===== src/hdl/tmhq_pkg.sv =====
package tmhq_pkg;

  localparam int MaxTimersDefault = 32;

  localparam logic [1:0] ACT_ADD    = 2'd0;
  localparam logic [1:0] ACT_CANCEL = 2'd1;
  localparam logic [1:0] ACT_EXPIRE = 2'd2;
  localparam logic [1:0] ACT_WAIT   = 2'd3;

  localparam logic [2:0] KIND_ADD    = 3'd0;
  localparam logic [2:0] KIND_CANCEL = 3'd1;
  localparam logic [2:0] KIND_FIRED  = 3'd2;
  localparam logic [2:0] KIND_DONE   = 3'd3;
  localparam logic [2:0] KIND_WAIT   = 3'd4;

  localparam logic [47:0] T48_MAX  = 48'hFFFF_FFFF_FFFF;
  localparam logic [31:0] WAIT_MAX = 32'h7FFF_FFFF;

  typedef struct packed {
    logic [1:0]         action;
    logic [47:0]        now_ms;
    logic [31:0]        delay_ms;
    logic [31:0]        timer_handle;
    logic signed [31:0] wait_cap_ms;
  } tmhq_in_t;

  typedef struct packed {
    logic [2:0]         kind;
    logic [31:0]        timer_id;
    logic signed [31:0] wait_ms;
    logic               ok_flag;
    logic               last;
  } tmhq_out_t;

  // Sequencer states: every heap step reads one slot, then acts on it.
  typedef enum logic [3:0] {
    ST_IDLE,
    ST_UP_RD,
    ST_UP_CMP,
    ST_CAN_RD,
    ST_CAN_CMP,
    ST_EXP_RD,
    ST_EXP_CMP,
    ST_EXP_LAST,
    ST_DN_RDL,
    ST_DN_RDR,
    ST_DN_CMP,
    ST_WAIT_RD,
    ST_WAIT_CMP
  } tmhq_state_t;

endpackage


===== src/hdl/timer_min_heap_queue.sv =====
// Channel | Direction | Handshake             | Payload
// in_     | input     | start & !busy         | tmhq_in_t
// out_    | output    | out_valid, one cycle  | tmhq_out_t
//
// Add: climbs level by level from the new last slot, writes the root at once into an
// empty heap, and is refused when the heap is full. Cancel: compares slots in order
// until a match or the end. Expire: pops each due entry and sinks the last entry.
// Wait query reads the top slot. One heap slot is read per cycle from the single
// storage array. Reset clears the count and sets the next id to one. The receiver
// cannot stall: each result shows for one cycle.
module timer_min_heap_queue #(
  parameter int MAX_TIMERS = tmhq_pkg::MaxTimersDefault
) (
  input  logic                clk,
  input  logic                rst_n,
  input  logic                start,
  output logic                busy,
  input  tmhq_pkg::tmhq_in_t  in_item,
  output logic                out_valid,
  output tmhq_pkg::tmhq_out_t out_item
);
  import tmhq_pkg::*;

  localparam int AW = $clog2(MAX_TIMERS);
  localparam int CW = $clog2(MAX_TIMERS + 1);
  localparam int EW = 48 + 32 + 1;

  typedef logic [AW-1:0] addr_t;
  typedef logic [CW-1:0] cnt_t;
  typedef logic [AW+1:0] kid_t;

  // Heap slot memory: deadline, id, cancel mark.
  logic [EW-1:0] heap_mem [MAX_TIMERS];
  logic [EW-1:0] rd_data_r;
  addr_t         rd_addr;
  logic          wr_en;
  addr_t         wr_addr;
  logic [EW-1:0] wr_data;

  always_ff @(posedge clk) begin
    if (wr_en) begin
      heap_mem[wr_addr] <= wr_data;
    end
    rd_data_r <= heap_mem[rd_addr];
  end

  tmhq_state_t state_r, state_nxt;
  cnt_t        count_r, count_nxt;
  logic [31:0] next_id_r, next_id_nxt;
  tmhq_in_t    req_r, req_nxt;
  addr_t       pos_r, pos_nxt;
  addr_t       best_r, best_nxt;
  logic [EW-1:0] cur_r, cur_nxt;
  logic [EW-1:0] bst_r, bst_nxt;
  cnt_t        idx_r, idx_nxt;
  logic        out_valid_r, out_valid_nxt;
  tmhq_out_t   out_r, out_nxt;
  logic [31:0] wait_t;

  // Shared compare unit on deadlines.
  logic [47:0] cmp_a, cmp_b;
  logic        a_lt_b;
  assign a_lt_b = cmp_a < cmp_b;

  logic [48:0] dl_sum;
  logic [47:0] diff;
  assign dl_sum = {1'b0, req_r.now_ms} + {17'd0, req_r.delay_ms};
  assign diff   = rd_data_r[EW-1 -: 48] - req_r.now_ms;

  addr_t parent;
  assign parent = addr_t'((pos_r - addr_t'(1)) >> 1);

  // Child positions are kept wide enough that they never wrap.
  kid_t lchild, rchild;
  logic has_left, has_right;
  assign lchild    = {1'b0, pos_r, 1'b1};
  assign rchild    = lchild + kid_t'(1);
  assign has_left  = lchild < kid_t'(count_r);
  assign has_right = rchild < kid_t'(count_r);

  always_ff @(posedge clk) begin
    if (!rst_n) begin
      state_r     <= ST_IDLE;
      count_r     <= '0;
      next_id_r   <= 32'd1;
      out_valid_r <= 1'b0;
    end else begin
      state_r     <= state_nxt;
      count_r     <= count_nxt;
      next_id_r   <= next_id_nxt;
      out_valid_r <= out_valid_nxt;
    end
  end

  always_ff @(posedge clk) begin
    req_r  <= req_nxt;
    pos_r  <= pos_nxt;
    best_r <= best_nxt;
    cur_r  <= cur_nxt;
    bst_r  <= bst_nxt;
    idx_r  <= idx_nxt;
    out_r  <= out_nxt;
  end

  // Next state.
  always_comb begin
    state_nxt = state_r;
    case (state_r)
      ST_IDLE: begin
        if (start) begin
          case (in_item.action)
            ACT_ADD:    state_nxt = (count_r >= cnt_t'(MAX_TIMERS)) ? ST_IDLE : ST_UP_RD;
            ACT_CANCEL: state_nxt = ST_CAN_RD;
            ACT_EXPIRE: state_nxt = ST_EXP_RD;
            default:    state_nxt = ST_WAIT_RD;
          endcase
        end
      end
      ST_UP_RD:  state_nxt = (pos_r == '0) ? ST_IDLE : ST_UP_CMP;
      ST_UP_CMP: state_nxt = a_lt_b ? ST_UP_RD : ST_IDLE;
      ST_CAN_RD: state_nxt = (idx_r >= count_r || req_r.timer_handle == '0) ?
                             ST_IDLE : ST_CAN_CMP;
      ST_CAN_CMP: state_nxt = (rd_data_r[32:1] == req_r.timer_handle) ?
                              ST_IDLE : ST_CAN_RD;
      ST_EXP_RD:  state_nxt = (count_r == '0) ? ST_IDLE : ST_EXP_CMP;
      ST_EXP_CMP: state_nxt = (rd_data_r[EW-1 -: 48] <= req_r.now_ms) ?
                              ST_EXP_LAST : ST_IDLE;
      ST_EXP_LAST: state_nxt = (count_r == '0) ? ST_EXP_RD : ST_DN_RDL;
      ST_DN_RDL:  state_nxt = has_left ? ST_DN_RDR : ST_EXP_RD;
      ST_DN_RDR:  state_nxt = ST_DN_CMP;
      ST_DN_CMP:  state_nxt = (best_nxt != pos_r) ? ST_DN_RDL : ST_EXP_RD;
      ST_WAIT_RD: state_nxt = ST_WAIT_CMP;
      ST_WAIT_CMP: state_nxt = ST_IDLE;
      default:    state_nxt = ST_IDLE;
    endcase
  end

  // Datapath and outputs.
  always_comb begin
    count_nxt     = count_r;
    next_id_nxt   = next_id_r;
    req_nxt       = req_r;
    pos_nxt       = pos_r;
    best_nxt      = best_r;
    cur_nxt       = cur_r;
    bst_nxt       = bst_r;
    idx_nxt       = idx_r;
    out_valid_nxt = 1'b0;
    out_nxt       = '0;
    rd_addr       = pos_r;
    wr_en         = 1'b0;
    wr_addr       = pos_r;
    wr_data       = cur_r;
    cmp_a         = cur_r[EW-1 -: 48];
    cmp_b         = rd_data_r[EW-1 -: 48];
    wait_t        = '0;
    case (state_r)
      ST_IDLE: begin
        req_nxt = in_item;
        idx_nxt = '0;
        pos_nxt = '0;
        if (start) begin
          case (in_item.action)
            ACT_ADD: begin
              if (count_r >= cnt_t'(MAX_TIMERS)) begin
                out_valid_nxt = 1'b1;
                out_nxt.kind  = KIND_ADD;
                out_nxt.last  = 1'b1;
              end else begin
                pos_nxt     = addr_t'(count_r);
                count_nxt   = count_r + cnt_t'(1);
                next_id_nxt = (next_id_r == '1) ? 32'd1 : next_id_r + 32'd1;
                cur_nxt     = {48'd0, next_id_r, 1'b0};
                out_nxt.timer_id = next_id_r;
              end
            end
            default: ;
          endcase
        end
      end
      ST_UP_RD: begin
        // First visit fills in the saturated deadline.
        if (idx_r == '0) begin
          cur_nxt[EW-1 -: 48] = dl_sum[48] ? T48_MAX : dl_sum[47:0];
          idx_nxt = cnt_t'(1);
        end
        rd_addr = parent;
        if (pos_r == '0) begin
          wr_en = 1'b1;
          wr_data = cur_nxt;
          out_valid_nxt = 1'b1;
          out_nxt = '{kind: KIND_ADD, timer_id: cur_nxt[32:1], wait_ms: '0,
                      ok_flag: 1'b1, last: 1'b1};
        end
      end
      ST_UP_CMP: begin
        if (a_lt_b) begin
          // Parent moves down into the hole.
          wr_en   = 1'b1;
          wr_data = rd_data_r;
          pos_nxt = parent;
        end else begin
          wr_en = 1'b1;
          out_valid_nxt = 1'b1;
          out_nxt = '{kind: KIND_ADD, timer_id: cur_r[32:1], wait_ms: '0,
                      ok_flag: 1'b1, last: 1'b1};
        end
      end
      ST_CAN_RD: begin
        rd_addr = addr_t'(idx_r);
        if (idx_r >= count_r || req_r.timer_handle == '0) begin
          out_valid_nxt = 1'b1;
          out_nxt.kind  = KIND_CANCEL;
          out_nxt.last  = 1'b1;
        end
      end
      ST_CAN_CMP: begin
        if (rd_data_r[32:1] == req_r.timer_handle) begin
          wr_en   = 1'b1;
          wr_addr = addr_t'(idx_r);
          wr_data = {rd_data_r[EW-1:1], 1'b1};
          out_valid_nxt = 1'b1;
          out_nxt = '{kind: KIND_CANCEL, timer_id: '0, wait_ms: '0,
                      ok_flag: 1'b1, last: 1'b1};
        end else begin
          idx_nxt = idx_r + cnt_t'(1);
        end
      end
      ST_EXP_RD: begin
        rd_addr = '0;
        pos_nxt = '0;
        if (count_r == '0) begin
          out_valid_nxt = 1'b1;
          out_nxt.kind  = KIND_DONE;
          out_nxt.last  = 1'b1;
        end
      end
      ST_EXP_CMP: begin
        rd_addr = addr_t'(count_r - cnt_t'(1));
        if (rd_data_r[EW-1 -: 48] <= req_r.now_ms) begin
          count_nxt = count_r - cnt_t'(1);
          if (!rd_data_r[0]) begin
            out_valid_nxt    = 1'b1;
            out_nxt.kind     = KIND_FIRED;
            out_nxt.timer_id = rd_data_r[32:1];
          end
        end else begin
          out_valid_nxt = 1'b1;
          out_nxt.kind  = KIND_DONE;
          out_nxt.last  = 1'b1;
        end
      end
      ST_EXP_LAST: begin
        // Last entry becomes the sinking item.
        cur_nxt = rd_data_r;
      end
      ST_DN_RDL: begin
        rd_addr  = addr_t'(lchild);
        best_nxt = pos_r;
        bst_nxt  = cur_r;
        if (!has_left) begin
          wr_en = 1'b1;
        end
      end
      ST_DN_RDR: begin
        rd_addr = addr_t'(rchild);
        cmp_a   = rd_data_r[EW-1 -: 48];
        cmp_b   = cur_r[EW-1 -: 48];
        if (a_lt_b) begin
          best_nxt = addr_t'(lchild);
          bst_nxt  = rd_data_r;
        end
      end
      ST_DN_CMP: begin
        cmp_a = rd_data_r[EW-1 -: 48];
        cmp_b = bst_r[EW-1 -: 48];
        if (has_right && a_lt_b) begin
          best_nxt = addr_t'(rchild);
          bst_nxt  = rd_data_r;
        end
        if (best_nxt != pos_r) begin
          wr_data = bst_nxt;
          pos_nxt = best_nxt;
        end
        wr_en = 1'b1;
      end
      ST_WAIT_RD: rd_addr = '0;
      ST_WAIT_CMP: begin
        out_valid_nxt = 1'b1;
        out_nxt.kind  = KIND_WAIT;
        out_nxt.last  = 1'b1;
        out_nxt.wait_ms = req_r.wait_cap_ms[31] ? -32'sd1
                        : {1'b0, req_r.wait_cap_ms[30:0]};
        if (count_r != '0) begin
          if (rd_data_r[EW-1 -: 48] > req_r.now_ms) begin
            wait_t = (diff > {16'd0, WAIT_MAX}) ? WAIT_MAX : diff[31:0];
          end
          if (req_r.wait_cap_ms[31] || wait_t < {1'b0, req_r.wait_cap_ms[30:0]}) begin
            out_nxt.wait_ms = wait_t;
          end
        end
      end
      default: ;
    endcase
  end

  assign busy      = (state_r != ST_IDLE);
  assign out_valid = out_valid_r;
  assign out_item  = out_r;

  // The entry count never exceeds the heap depth.
  a_count_bound: assert property (@(posedge clk) disable iff (!rst_n)
    count_r <= cnt_t'(MAX_TIMERS)) else $error("entry count over depth");

  // The id counter never hands out zero.
  a_id_nonzero: assert property (@(posedge clk) disable iff (!rst_n)
    next_id_r != '0) else $error("next id is zero");

  // A final result always lands the sequencer back in idle.
  a_last_idle: assert property (@(posedge clk) disable iff (!rst_n)
    out_valid_r && out_r.last |-> state_r == ST_IDLE) else $error("last while busy");

  // An accepted add on a non-full heap raises the count by one.
  a_add_count: assert property (@(posedge clk) disable iff (!rst_n)
    start && !busy && in_item.action == ACT_ADD && count_r < cnt_t'(MAX_TIMERS)
    |=> count_r == $past(count_r) + cnt_t'(1)) else $error("add count");

endmodule


===== config.mk =====
export PLATFORM = sky130hd
export DESIGN_NAME = timer_min_heap_queue
export DESIGN_NICKNAME = d
export VERILOG_FILES = /design/src/hdl/tmhq_pkg.sv /design/src/hdl/timer_min_heap_queue.sv
export SDC_FILE = /design/constraint.sdc
export NUM_CORES = 2
export LEC_CHECK = 0
export BUFFER_PORTS_ARGS = -buffer_cell sky130_fd_sc_hd__buf_2
export CAP_MARGIN = 10
export CORE_MARGIN = 4
export CORE_UTILIZATION = 60
export CTS_CLUSTER_DIAMETER = 60
export DETAILED_ROUTE_END_ITERATION = 8
export HOLD_SLACK_MARGIN = 0.1
export PLACE_DENSITY = 0.77
export SLEW_MARGIN = 30
export SYNTH_ARGS = -nofsm -noshare
export SYNTH_HDL_FRONTEND = slang
export SYNTH_SLANG_ARGS = --single-unit

===== constraint.sdc =====
create_clock -name clk -period 14.6 [get_ports clk]
set_input_delay 0.73 -clock clk [delete_from_list [all_inputs] [get_ports clk]]
set_output_delay 0.73 -clock clk [all_outputs]
set_load 0.02 [all_outputs]

==> results.py <==
metrics = {
    "route": {
        "dr.pass1.iters": 9,
        "drt-initial-drc-count": 15500,
        "highest-signal-layer": "met5",
        "wl_met1_mm": 139,
        "dr_total_vias": 85200,
        "drtAntennaViolNets": 0,
        "drc": 9,
        "routed-wl-met3_mm": 70.4,
        "avgViaCountPerCell": 7.15,
        "drt_wl_total_mm": 409,
        "routedWlPerCell_um": 34.3,
        "dr_wl_met2_mm": 181,
    },
    "clock_network": {
        "cts_num_sinks": 3107,
        "htreeDepth": 5,
        "cts_tree": "done",
        "clk-insertion-delay-late_ns": 0.99,
        "clock-root-buffer": "clkbuf_16",
        "post-cts-setup-buffers": 0,
        "clockBufferDepth": 4,
        "cts_buffers": 315,
        "clk_pin_slew_worst_paths_ns": 0.06,
    },
    "sta": {
        "period_share_pct": 60.0,
        "hold_viol_final": 0,
        "maxSlewViolCount": 0,
        "slew-limit-headroom_pct": 11.0,
        "min_period_ns": 8.76,
        "rsz0062_at_grt": "false",
        "fin_setup_tns_ns": 0,
        "tightest_slew_ns": 1.33,
        "fin_skew_ns": 0.0703,
        "setup_viol": 0,
        "fmax_ghz": 0.114,
    },
    "finish": {
        "synthToLayoutAreaGrowth_pct": 13.0,
        "final_nets": 9134,
        "layout_common_cells": "edfxtp_1, nand2_1, mux4_2",
        "layout_commonest_cell": "edfxtp_1",
        "drive_gt1_share_pct": 19.4,
        "num-fill-cells": 13500,
    },
    "min_path": {
        "worst_hold_path_type": "in -> reg",
    },
    "floorplanning": {
        "rows": 172,
        "die_w_um": 477,
        "io_pins": 220,
        "die-height_um": 477,
        "start_util_pct": 60.3,
        "core_area_mm2": 0.219,
        "die_area_mm2": 0.228,
    },
    "worst_setup_path": {
        "arrival_ns": 9.39,
        "crit_fanout": 101,
        "required_ns": 15.23,
        "cp-start-kind": "flop",
        "end_kind": "flop",
        "critPathKind": "reg -> reg",
    },
    "grt": {
        "grt_pass1_vias": 83700,
        "overflow": 0,
        "grt_use_total_pct": 35.6,
        "grt_pass1_wl_mm": 589,
        "grt_max_degree": 146,
        "antenna_found_initial": 12,
    },
    "synthesis": {
        "yosysSeqAreaShare_pct": 69.1,
        "yosysUniqueCellTypes": 93,
        "ys_async_sr_fraction_pct": 0,
        "synth_enable_flop_cells": 2909,
        "synth_area_per_cell_um2": 15.7,
        "ys_ff_latch": 3107,
        "synth_flop_cell": "edfxtp_1",
        "syn_area_mm2": 0.132,
        "ys_warn_count": 0,
        "synth_fp_nets": 8750,
        "syn_inst": 8415,
    },
    "pwr": {
        "p_per_area_mw_per_mm2": 262,
        "power_mw": 39.2,
        "p_leak_nw": 51.1,
        "ir_drop_uv": 296,
    },
    "job": {
        "drv_cap": 0,
    },
    "placed_design": {
        "port_buffers": 219,
        "dp_hpwl_mm": 218,
        "gp_congestion": 0.978,
    },
    "run_status": {
        "violations": "DRC",
        "status": "finished, violations left",
    },
}
sequential cells by signal, indices dropped and copies added (netlist names):
| signal | cells |
|---|---|
| count_r | 6 |
| out_item | 69 |
| idx_r | 6 |
| heap_mem | 2592 |
| out_valid | 1 |
| next_id_r | 32 |
| rd_data_r | 81 |
| pos_r | 5 |
| req_r | 144 |
| best_r | 5 |
| bst_r | 81 |
| state_r | 4 |
| cur_r | 81 |
cell families (layout without fill, tap and decap cells):
family          after synthesis  count (layout)  synth area share, %
xor+xnor                    153             153                 1.01
flops                      3107            3107                 69.1
other cells                   0               7                    0
buf+inv                     753            1375                 2.28
mux                         745             745                 11.8
fa+ha+maj                   186             186                 1.77
simple gates               2192            2192                 7.39
compound gates             1279            1279                 6.61
layout make-up:
cell class              count  area, um2  share of cell area, %
repair buffers            585       4850                   3.25
flip-flops and latches   3107      91300                   61.1
inverters                 235        887                  0.594
diodes                      7       17.5                 0.0117
multi-input cells        4555      38800                   26.0
clock buffers             426       8660                   5.80
well taps                2871       3590                   2.40
clock inverters           129       1210                  0.812
cell usage after synthesis, types with 46 or more instances:
library cell	n	area (um2)
dfxtp_1	198	3960
clkbuf_1	367	1380
nor3_1	46	230
inv_1	235	882
mux2_2	77	867
nand4_1	55	344
o211ai_1	125	938
o21a_1	57	428
nor2_1	222	833
ha_1	184	2300
o21ai_1	108	541
buf_1	53	199
xnor2_1	70	613
or3_1	114	713
xor2_1	83	727
a21o_1	56	420
nand3_1	528	2640
mux4_2	647	14600
o21ai_0	343	1720
edfxtp_1	2909	87400
nand2_1	1087	4080
a222oi_1	117	1170
a22oi_1	82	616
a21oi_1	138	691
buf_2	84	420
worst paths after layout:
check / from / to / slack, ns / cells past startpoint
setup / recovery: state_r[1] / heap_mem[28][0] / 5.84 / 17
hold reg to reg: next_id_r[28] / next_id_r[28] / 0.53 / 2
hold / removal: rst_n / count_r[2] / 0.22 / 2
setup reg to reg: state_r[1] / heap_mem[28][0] / 5.84 / 17
timing repair:
action / CTS / global route
hold buffers: 144 / 0
hold endpoints to repair: 144 / 0
gates resized for setup: 0 / 0
layer usage:
layer  GRT usage [%]  vias up
met2            52.2     7511
met3            13.4     1280
li1                -    34000
met5               0        -
met1            49.1    42400
met4            13.9       18
critical path: stages (launching register included):
cell,delay (ns)
dfxtp_4,0.41
buf_4,0.37
nor2b_1,0.37
o21ai_4,0.86
buf_4,0.81
mux2_2,0.42
ha_1,0.29
a2111oi_0,0.44
o21ai_0,0.24
a222oi_1,0.38
and4b_1,0.31
or3_1,0.22
nand2_4,0.37
a21oi_1,0.45
a221o_4,0.51
buf_4,0.82
o21ai_0,0.30
o2111ai_4,0.72
through the flow:
stage                     hold WS [ns]  instances  instance area, um2  worst slack (ns)  util, %
after global placement           0.497      11200              137000              6.22     62.5
after detailed placement         0.519      11200              138000              6.03     62.8
after CTS                        0.181      11900              149000              5.94     67.9
after global routing             0.213      11900              149000              5.66     68.1
after floorplan                  0.472       8415              132000              6.80        -
final                            0.221      11900              149000              5.84     68.1
power by group:
part	total [mW]	internal, mW	switching [mW]	leakage, nW
Sequential	13.3	12.3	0.976	28.1
Combinational	18.0	6.36	11.7	18.2
Clock	7.89	4.53	3.36	4.83
Power figures use the tool's default switching activity.
